<file path="src/rtl/sbmq_pkg.sv">
// ----------------------------------------------------------------------------
// sbmq_pkg
// Shared types and constants for the shared-buffer multi-queue block.
// ----------------------------------------------------------------------------
package sbmq_pkg;

	localparam int unsigned ENTRIES_DEF = 64;
	localparam int unsigned QUEUES_DEF  = 8;

	typedef enum logic {
		KIND_ENQ = 1'b0,
		KIND_DEQ = 1'b1
	} kind_t;

	typedef enum logic [1:0] {
		STAT_DONE    = 2'd0,
		STAT_NO_FREE = 2'd1,
		STAT_EMPTY   = 2'd2
	} status_t;

	typedef struct packed {
		kind_t              kind;
		logic [2:0]         queue_id;
		logic signed [31:0] value_in;
	} req_t;

	typedef struct packed {
		status_t            status;
		logic signed [31:0] value_out;
		logic               queue_empty;
		logic               store_full;
	} rsp_t;

	// controller -> datapath
	typedef struct packed {
		logic load;      // capture request, read queue pointers and free link
		logic deq_read;  // read link and value of the queue head
		logic commit;    // update state, load result register
	} ctrl_cmd_t;

	// datapath -> controller
	typedef struct packed {
		logic is_deq;
		logic deq_ok;
		logic out_free;
	} dp_status_t;

endpackage

</file>
<file path="src/rtl/shared_buffer_multi_queue_top.sv">
// ----------------------------------------------------------------------------
// shared_buffer_multi_queue_top
// QUEUES FIFO queues sharing one store of ENTRIES entries, with the freed
// entries chained on a free list through the same link memory.
// ----------------------------------------------------------------------------
// Usage:
//   req channel (req_valid/req_ready/req): one operation per transfer, an
//   enqueue of req.value_in to req.queue_id or a dequeue from it.
//   rsp channel (rsp_valid/rsp_ready/rsp): exactly one result per request,
//   in order: status, dequeued value (zero otherwise), and the queue-empty
//   and store-full flags as they stand after the operation.
//   An enqueue or a refused dequeue commits from the exec state, a dequeue
//   that takes an entry from a further commit state. One operation is in
//   flight at a time, so a new request waits for the last commit; the
//   dequeue needs a state more because it reads the head pointer and then
//   the head entry's link, one registered memory read after the other.
//   A request is accepted while the previous result still waits in the
//   output register; if the receiver stalls, the next operation holds just
//   before its commit until the register frees up, and the block takes no
//   further request meanwhile.
//   Reset: all queues empty, free list runs 0..ENTRIES-1 in order. There is
//   no clearing pass; never-used entries are tracked by a fill count, so the
//   block takes requests as soon as reset is released.
// ----------------------------------------------------------------------------
module shared_buffer_multi_queue_top
	import sbmq_pkg::*;
#(
	parameter int unsigned ENTRIES = ENTRIES_DEF,
	parameter int unsigned QUEUES  = QUEUES_DEF
) (
	input  logic clk,
	input  logic arst_n,
	input  logic req_valid,
	output logic req_ready,
	input  req_t req,
	output logic rsp_valid,
	input  logic rsp_ready,
	output rsp_t rsp
);

	ctrl_cmd_t  cmd;   // sequencer commands
	dp_status_t stat;  // datapath status back to the sequencer

	// sequencer: idle -> exec -> (dequeue that takes an entry only) commit
	sbmq_ctrl u_ctrl (
		.clk       (clk),
		.arst_n    (arst_n),
		.req_valid (req_valid),
		.req_ready (req_ready),
		.stat      (stat),
		.cmd       (cmd)
	);

	// memories, pointers and the result register
	sbmq_dp #(
		.ENTRIES (ENTRIES),
		.QUEUES  (QUEUES)
	) u_dp (
		.clk       (clk),
		.arst_n    (arst_n),
		.req       (req),
		.rsp       (rsp),
		.rsp_valid (rsp_valid),
		.rsp_ready (rsp_ready),
		.cmd       (cmd),
		.stat      (stat)
	);

endmodule

</file>
<file path="src/rtl/sbmq_ctrl.sv">
// ----------------------------------------------------------------------------
// sbmq_ctrl
// Sequencer: accepts a request, steps the datapath through its memory reads,
// and commits when the result register can take the result.
// ----------------------------------------------------------------------------
module sbmq_ctrl
	import sbmq_pkg::*;
(
	input  logic       clk,
	input  logic       arst_n,
	input  logic       req_valid,
	output logic       req_ready,
	input  dp_status_t stat,
	output ctrl_cmd_t  cmd
);

	typedef enum logic [2:0] {
		S_IDLE    = 3'b001,
		S_EXEC    = 3'b010,
		S_DCOMMIT = 3'b100
	} state_t;

	state_t state_q, state_d;

	always_comb begin
		state_d      = state_q;
		cmd          = '0;
		req_ready    = 1'b0;
		unique case (state_q)
			S_IDLE: begin
				req_ready = 1'b1;
				if (req_valid) begin
					cmd.load = 1'b1;
					state_d  = S_EXEC;
				end
			end
			S_EXEC: begin
				if (stat.is_deq && stat.deq_ok) begin
					cmd.deq_read = 1'b1;
					state_d      = S_DCOMMIT;
				end else if (stat.out_free) begin
					// enqueue, or refused dequeue
					cmd.commit = 1'b1;
					state_d    = S_IDLE;
				end
			end
			S_DCOMMIT: begin
				if (stat.out_free) begin
					cmd.commit = 1'b1;
					state_d    = S_IDLE;
				end
			end
			default: begin
				state_d = S_IDLE;
			end
		endcase
	end

	always_ff @(posedge clk or negedge arst_n) begin
		if (!arst_n) begin
			state_q <= S_IDLE;
		end else begin
			state_q <= state_d;
		end
	end

endmodule

</file>
<file path="src/rtl/sbmq_dp.sv">
// ----------------------------------------------------------------------------
// sbmq_dp
// Datapath: entry value and link memories, queue head/tail memories,
// free-list head, fresh-entry fill count and the result register.
// ----------------------------------------------------------------------------
module sbmq_dp
	import sbmq_pkg::*;
#(
	parameter int unsigned ENTRIES = ENTRIES_DEF,
	parameter int unsigned QUEUES  = QUEUES_DEF
) (
	input  logic       clk,
	input  logic       arst_n,
	input  req_t       req,
	output rsp_t       rsp,
	output logic       rsp_valid,
	input  logic       rsp_ready,
	input  ctrl_cmd_t  cmd,
	output dp_status_t stat
);

	localparam int unsigned AW  = $clog2(ENTRIES);
	localparam int unsigned LW  = $clog2(ENTRIES + 1);
	localparam int unsigned QIW = (QUEUES > 1) ? $clog2(QUEUES) : 1;
	localparam int unsigned QXW = (QIW > 3) ? QIW : 3;
	localparam logic [LW-1:0] NIL = LW'(ENTRIES);

	// memories
	logic [LW-1:0]      link_mem  [ENTRIES];
	logic signed [31:0] value_mem [ENTRIES];
	logic [AW-1:0]      head_mem  [QUEUES];
	logic [AW-1:0]      tail_mem  [QUEUES];

	// registers
	req_t               item_q;
	logic               q_ok_q;
	logic [LW-1:0]      free_head_q;
	logic [LW-1:0]      fill_q;      // entries at or above this were never taken
	logic [QUEUES-1:0]  nonempty_q;
	logic [AW-1:0]      head_rd_q;
	logic [AW-1:0]      tail_rd_q;
	logic [LW-1:0]      link_rd_q;
	logic signed [31:0] value_rd_q;
	rsp_t               rsp_q;
	logic               rsp_valid_q;

	logic [QXW-1:0] qx_in, qx_item;
	logic [QIW-1:0] q_idx_in, q_idx;
	logic           q_ok_in;
	logic [AW-1:0]  fh_addr;
	logic           fh_ok, fh_fresh;
	logic [LW-1:0]  fill_inc, next_free_enq;
	logic           ne_cur, is_enq, enq_ok, deq_ok, last;
	logic           do_enq, do_deq;
	rsp_t           result;

	assign qx_in    = QXW'(req.queue_id);
	assign q_idx_in = qx_in[QIW-1:0];
	assign q_ok_in  = ({1'b0, qx_in} < (QXW + 1)'(QUEUES));
	assign qx_item  = QXW'(item_q.queue_id);
	assign q_idx    = qx_item[QIW-1:0];

	assign fh_addr       = free_head_q[AW-1:0];
	assign fh_ok         = (free_head_q < NIL);
	assign fh_fresh      = (free_head_q == fill_q);
	assign fill_inc      = LW'(fill_q + 1'b1);
	assign next_free_enq = fh_fresh ? fill_inc : link_rd_q;

	assign ne_cur = q_ok_q && nonempty_q[q_idx];
	assign is_enq = (item_q.kind == KIND_ENQ);
	assign enq_ok = q_ok_q && fh_ok;
	assign deq_ok = ne_cur;
	assign last   = (head_rd_q == tail_rd_q);
	assign do_enq = cmd.commit && is_enq && enq_ok;
	assign do_deq = cmd.commit && !is_enq && deq_ok;

	always_comb begin
		result = '0;
		if (is_enq) begin
			result.status      = enq_ok ? STAT_DONE : STAT_NO_FREE;
			result.queue_empty = enq_ok ? 1'b0 : !ne_cur;
			result.store_full  = enq_ok ? (next_free_enq == NIL) : !fh_ok;
		end else begin
			result.status      = deq_ok ? STAT_DONE : STAT_EMPTY;
			result.value_out   = deq_ok ? value_rd_q : 32'sd0;
			result.queue_empty = deq_ok ? last : 1'b1;
			result.store_full  = deq_ok ? 1'b0 : !fh_ok;
		end
	end

	// request capture and memory read ports
	always_ff @(posedge clk) begin
		if (cmd.load) begin
			item_q    <= req;
			q_ok_q    <= q_ok_in;
			head_rd_q <= head_mem[q_idx_in];
			tail_rd_q <= tail_mem[q_idx_in];
			link_rd_q <= link_mem[fh_addr];
		end else if (cmd.deq_read) begin
			link_rd_q  <= link_mem[head_rd_q];
			value_rd_q <= value_mem[head_rd_q];
		end
	end

	// memory write ports
	always_ff @(posedge clk) begin
		if (do_enq) begin
			value_mem[fh_addr] <= item_q.value_in;
			tail_mem[q_idx]    <= fh_addr;
			if (ne_cur) begin
				link_mem[tail_rd_q] <= free_head_q;
			end else begin
				head_mem[q_idx] <= fh_addr;
			end
		end else if (do_deq) begin
			head_mem[q_idx]     <= link_rd_q[AW-1:0];
			link_mem[head_rd_q] <= free_head_q;
		end
	end

	always_ff @(posedge clk or negedge arst_n) begin
		if (!arst_n) begin
			free_head_q <= '0;
			fill_q      <= '0;
			nonempty_q  <= '0;
		end else if (do_enq) begin
			free_head_q       <= next_free_enq;
			nonempty_q[q_idx] <= 1'b1;
			if (fh_fresh) begin
				fill_q <= fill_inc;
			end
		end else if (do_deq) begin
			free_head_q <= LW'(head_rd_q);
			if (last) begin
				nonempty_q[q_idx] <= 1'b0;
			end
		end
	end

	// result register
	always_ff @(posedge clk) begin
		if (cmd.commit) begin
			rsp_q <= result;
		end
	end

	always_ff @(posedge clk or negedge arst_n) begin
		if (!arst_n) begin
			rsp_valid_q <= 1'b0;
		end else if (cmd.commit) begin
			rsp_valid_q <= 1'b1;
		end else if (rsp_ready) begin
			rsp_valid_q <= 1'b0;
		end
	end

	assign rsp       = rsp_q;
	assign rsp_valid = rsp_valid_q;

	assign stat.is_deq   = !is_enq;
	assign stat.deq_ok   = deq_ok;
	assign stat.out_free = !rsp_valid_q || rsp_ready;

endmodule

</file>
<file path="config.mk">
export PLATFORM = sky130hd
export DESIGN_NAME = shared_buffer_multi_queue_top
export DESIGN_NICKNAME = d
export VERILOG_FILES = /design/src/rtl/sbmq_pkg.sv /design/src/rtl/shared_buffer_multi_queue_top.sv /design/src/rtl/sbmq_ctrl.sv /design/src/rtl/sbmq_dp.sv
export SDC_FILE = /design/constraint.sdc
export NUM_CORES = 2
export LEC_CHECK = 0
export ABC_AREA = 1
export BUFFER_PORTS_ARGS = -buffer_cell sky130_fd_sc_hd__buf_2
export CAP_MARGIN = 40
export CELL_PAD_IN_SITES_DETAIL_PLACEMENT = 0
export CELL_PAD_IN_SITES_GLOBAL_PLACEMENT = 2
export CORE_MARGIN = 2
export CORE_UTILIZATION = 44
export DETAILED_ROUTE_END_ITERATION = 8
export PLACE_DENSITY_LB_ADDON = 0.1
export SYNTH_ARGS = -nofsm -noshare
export SYNTH_HDL_FRONTEND = slang
export SYNTH_HIERARCHICAL = 1
export SYNTH_SLANG_ARGS = --single-unit
</file>
<file path="constraint.sdc">
create_clock -name clk -period 7.83 [get_ports clk]
set_input_delay 0.3915 -clock clk [delete_from_list [all_inputs] [get_ports clk]]
set_output_delay 0.3915 -clock clk [all_outputs]
set_load 0.01 [all_outputs]
</file>
==> run summary <==
status: finished, final reports clean
CP max stage delay: 710 ps
starting density of the core: 44.3%
number of violations of the max-capacitance limit: 0
number of distinct library cells after synthesis: 35
deepest level of the CTS H-tree: 5
period utilisation layout: 71.1%
fraction of final layout cells with drive strength greater than 1: 8.47%
area of the core: 257000 um2
max-slew violations: 0
simple-gate share of the synthesized area: 16.7%
Sinks on Clock Net: 2741
critical-path cell with the highest stage delay: sky130_fd_sc_hd__nand2_1
Lkg Pwr: 44.6 nW
top post-synthesis cells by area: sky130_fd_sc_hd__edfxtp_1, sky130_fd_sc_hd__nand2_1, sky130_fd_sc_hd__o21ai_0
routed via count divided by cell count: 5.71
TritonCTS Buffers: 312
Critical Path End: u_dp/value_mem[13][2]$_DFFE_PP_
die width: 512 um
relative contribution of sequential cells to total power: 46.4%
number of enable-type register cells in the synthesized netlist: 2715
final setup TNS: 0 ps
placed cell area: 119000 um2
Max IR drop VDD: 0.000213 V
shortest clock period the worst path allows after layout: 5570 ps
cts repair resizes: 0
global-route total usage across every layer: 27.6%
clock slew at reported path FFs: 60 ps
area enclosed by the die boundary: 262000 um2
Synth area leader: sky130_fd_sc_hd__edfxtp_1
number of buffers and inverters on the critical path: 7
proportion of netlist area held by the largest area contributor: 71.7%
top cells by instance count after synthesis: sky130_fd_sc_hd__edfxtp_1, sky130_fd_sc_hd__nand2_1, sky130_fd_sc_hd__nor2_1
vias in the first global route: 74.2k
cell area after technology mapping: 114000 um2
Most used DFF post-synth: sky130_fd_sc_hd__edfxtp_1
Post-DRT Antenna Nets: 0
count of port buffers added during placement: 77
main combinational cell family by area after synthesis: simple AND/OR/NAND/NOR gates
family of cells with the greatest summed delay on the critical path: simple AND/OR/NAND/NOR gates
die extent in y: 512 um
share of synthesized area spent on multiplexers: 0%
Async SR Flop Fraction: 0.949%
CP arrival: 6110 ps
CTS root buf: sky130_fd_sc_hd__clkbuf_16
clock tree from TritonCTS: done
setup fix buffers added after clock tree synthesis: 0
final wirelength: 370000 um
sw frac: 27.6%
XOR/XNOR Fraction of Synth Area: 0.108%
global placer's final weighted congestion: 0.854
Switching Power: 9.96 mW
multi-input combinational cell area: 28400 um2
combinational share of power: 14.8%
path length in cells of the critical path: 20
wire length per cell after detailed routing: 27.3 um
initial drt markers: 8062
number of buffers inserted by hold repair at cts: 39
Max Clk Rate: 180 MHz
class of the most critical hold timing path: in2async
sequential-to-total area share from yosys stat: 72.3%
total number of vias: 77.4k
register cell area after layout: 82200 um2
type of origin of the critical path: flip-flop
Skew-Pair Late Insertion Delay: 950 ps
total nets after synthesis: 9964
Final Instance Area: 129000 um2
required time at the endpoint of the critical path: 8370 ps
buffers from clock root to sink, at most: 4
total DRC errors in the routed layout: 0
Detail Placement HPWL: 209000 um
number of optimization iterations in the first detailed-route pass: 6
source of the critical timing path: u_dp/q_idx[0]$_DFFE_PP_
row count: 186
most used cell, CP: sky130_fd_sc_hd__nand2_1
adder-cell share of the synthesized area: 0.0110%
Post-Synthesis Cells: 9923
most numerous cell in the Yosys netlist: sky130_fd_sc_hd__edfxtp_1
least setup slack across all paths after layout: 2260 ps
portion of total power attributed to the clock network: 38.8%
Yosys reg bits: 2741
final core utilization: 50.1%
synthesis-to-finish area growth: 13.3%
crit path kind: reg2reg
final layout net count: 9963
pwr dens: 280 nW/um2
post-placement worst setup slack: 2360 ps
path depth of the worst reg2reg path: 20
slew of the pin with the lowest slew margin: 1060 ps
count of final hold-check violations: 0
worst path cell trace: inv_4, nand2_1, nand2_1, nand2_1, nand2_1, nand2_1, nand2_1, nand2_1, nand2_1, nor2_2, nor2_2, inv_2, buf_4, nand2_1, inv_1, buf_4, nand2_1, buf_8, nor2_4, buf_4
global-route congestion overflow total: 0
largest net degree at the start of global routing: 190
worst-path maximum fanout: 39
Worst R2R Start: u_dp/q_idx[0]$_DFFE_PP_
number of antenna violations at the first check in global routing: 13
Yosys warning total: 6
number of top-level pins: 78
endpoint of the most critical register-to-register path: u_dp/value_mem[13][2]$_DFFE_PP_
fill count: 22.7k
Avg Synthesized Cell Area: 11.5 um2
unrepaired setup endpoints after global routing: no
wire length of the first global-routing pass: 529000 um
post-route clock skew: 63.9 ps
design internal power: 26.1 mW
worst hold margin: 73.8 ps
post-synthesis compound-gate area fraction: 7.74%
final setup fails: 0
Critical Path End Type: flip-flop
minimum setup slack among reg-to-reg paths: 2260 ps
relative slew slack: 29.6%
-- power groups by stage --
stage,clock (mW),sequential (mW),combinational [mW]
after detailed placement,0,17.0,5.34
after global routing,14.8,16.7,5.73
after CTS,14.2,16.7,5.36
final,14.0,16.7,5.35
after global placement,0,17.1,5.20
after floorplan,0,17.3,2.66
-- placed cells by master, fill, tap and decap left out, types with 48 or more instances in the layout --
master	n
sky130_fd_sc_hd__buf_2	78
sky130_fd_sc_hd__clkbuf_1	56
sky130_fd_sc_hd__inv_1	191
sky130_fd_sc_hd__nand3_1	997
sky130_fd_sc_hd__a21oi_1	158
sky130_fd_sc_hd__nor2_4	65
sky130_fd_sc_hd__o21ai_0	1021
sky130_fd_sc_hd__buf_4	170
sky130_fd_sc_hd__o22ai_1	430
sky130_fd_sc_hd__clkbuf_16	318
sky130_fd_sc_hd__nand2_1	2454
sky130_fd_sc_hd__clkinv_1	68
sky130_fd_sc_hd__nor2_1	1059
sky130_fd_sc_hd__edfxtp_1	2715
sky130_fd_sc_hd__clkinv_2	48
-- how the worst min path moves through the flow --
stage	cells past startpoint	endpoint	slack (ps)	from
global placement	1	u_dp/fill_q[5]$_DFFE_PN0P_	480	arst_n
CTS	2	u_dp/rsp_valid$_DFFE_PN0P_	20	arst_n
floorplan	0	u_ctrl/state_q[1]$_DFFE_PN0P_	100	arst_n
detailed placement	1	u_dp/fill_q[5]$_DFFE_PN0P_	480	arst_n
finish	2	async pin	70	arst_n
global route	2	async pin	80	arst_n
-- final cells by class --
class,instances,area share [%]
sequential,2741,63.8
antenna,7,0.0136
multi-input combinational,6308,22.0
clock inverter,161,1.11
clock buffer,378,6.38
inverter,209,0.642
tap,3384,3.29
timing repair buffer,350,2.71
-- worst reg2reg max path, cell delays in order (launching register included) --
cell	delay (ps)
sky130_fd_sc_hd__edfxtp_1	560
sky130_fd_sc_hd__inv_4	100
sky130_fd_sc_hd__nand2_1	70
sky130_fd_sc_hd__nand2_1	60
sky130_fd_sc_hd__nand2_1	70
sky130_fd_sc_hd__nand2_1	60
sky130_fd_sc_hd__nand2_1	50
sky130_fd_sc_hd__nand2_1	270
sky130_fd_sc_hd__nand2_1	240
sky130_fd_sc_hd__nand2_1	80
sky130_fd_sc_hd__nor2_2	120
sky130_fd_sc_hd__nor2_2	60
sky130_fd_sc_hd__inv_2	40
sky130_fd_sc_hd__buf_4	480
sky130_fd_sc_hd__nand2_1	730
sky130_fd_sc_hd__inv_1	370
sky130_fd_sc_hd__buf_4	290
sky130_fd_sc_hd__nand2_1	370
sky130_fd_sc_hd__buf_8	310
sky130_fd_sc_hd__nor2_4	330
sky130_fd_sc_hd__buf_4	490
-- metal layers --
metal  track usage, %  up-vias  part of all wire, %
met5                0        -                    0
li1                 -    35200                    -
met1             37.2    38700                   42
met2             45.9     2833                   48
met4             10.5        0                  4.0
met3             3.24      593                  6.1
-- kinds of logic (layout without fill, tap and decap cells) --
logic type / count (synthesis) / after routing
buffers and inverters: 874 / 1098
and+or+nand+nor: 4652 / 4652
DFF: 2741 / 2741
xor gates and xnor gates: 14 / 14
AOI/OAI and AO/OA: 1641 / 1641
adders and majority gates: 1 / 1
other: 0 / 7
-- state kept, by name (all words and copies together) (netlist names), 6 cells and up, named ones only --
name              cells
u_dp/head_rd_q        6
u_dp/head_mem        48
u_dp/free_head_q      7
u_dp/tail_mem        48
u_dp/value_mem     2048
u_dp/value_rd_q      32
u_dp/item_q          32
u_dp/link_rd_q        7
u_dp/tail_rd_q        6
u_dp/link_mem       448
u_dp/rsp             36
u_dp/fill_q           7
-- metrics by stage --
stage	instances	total power, mW
2_1_floorplan	9923	20.0
3_3_place_gp	12900	22.3
3_5_place_dp	13000	22.4
4_1_cts	13500	36.3
5_1_grt	13500	37.2
6_report	13500	36.1
Note: power is estimated with default switching activity, not from simulation.
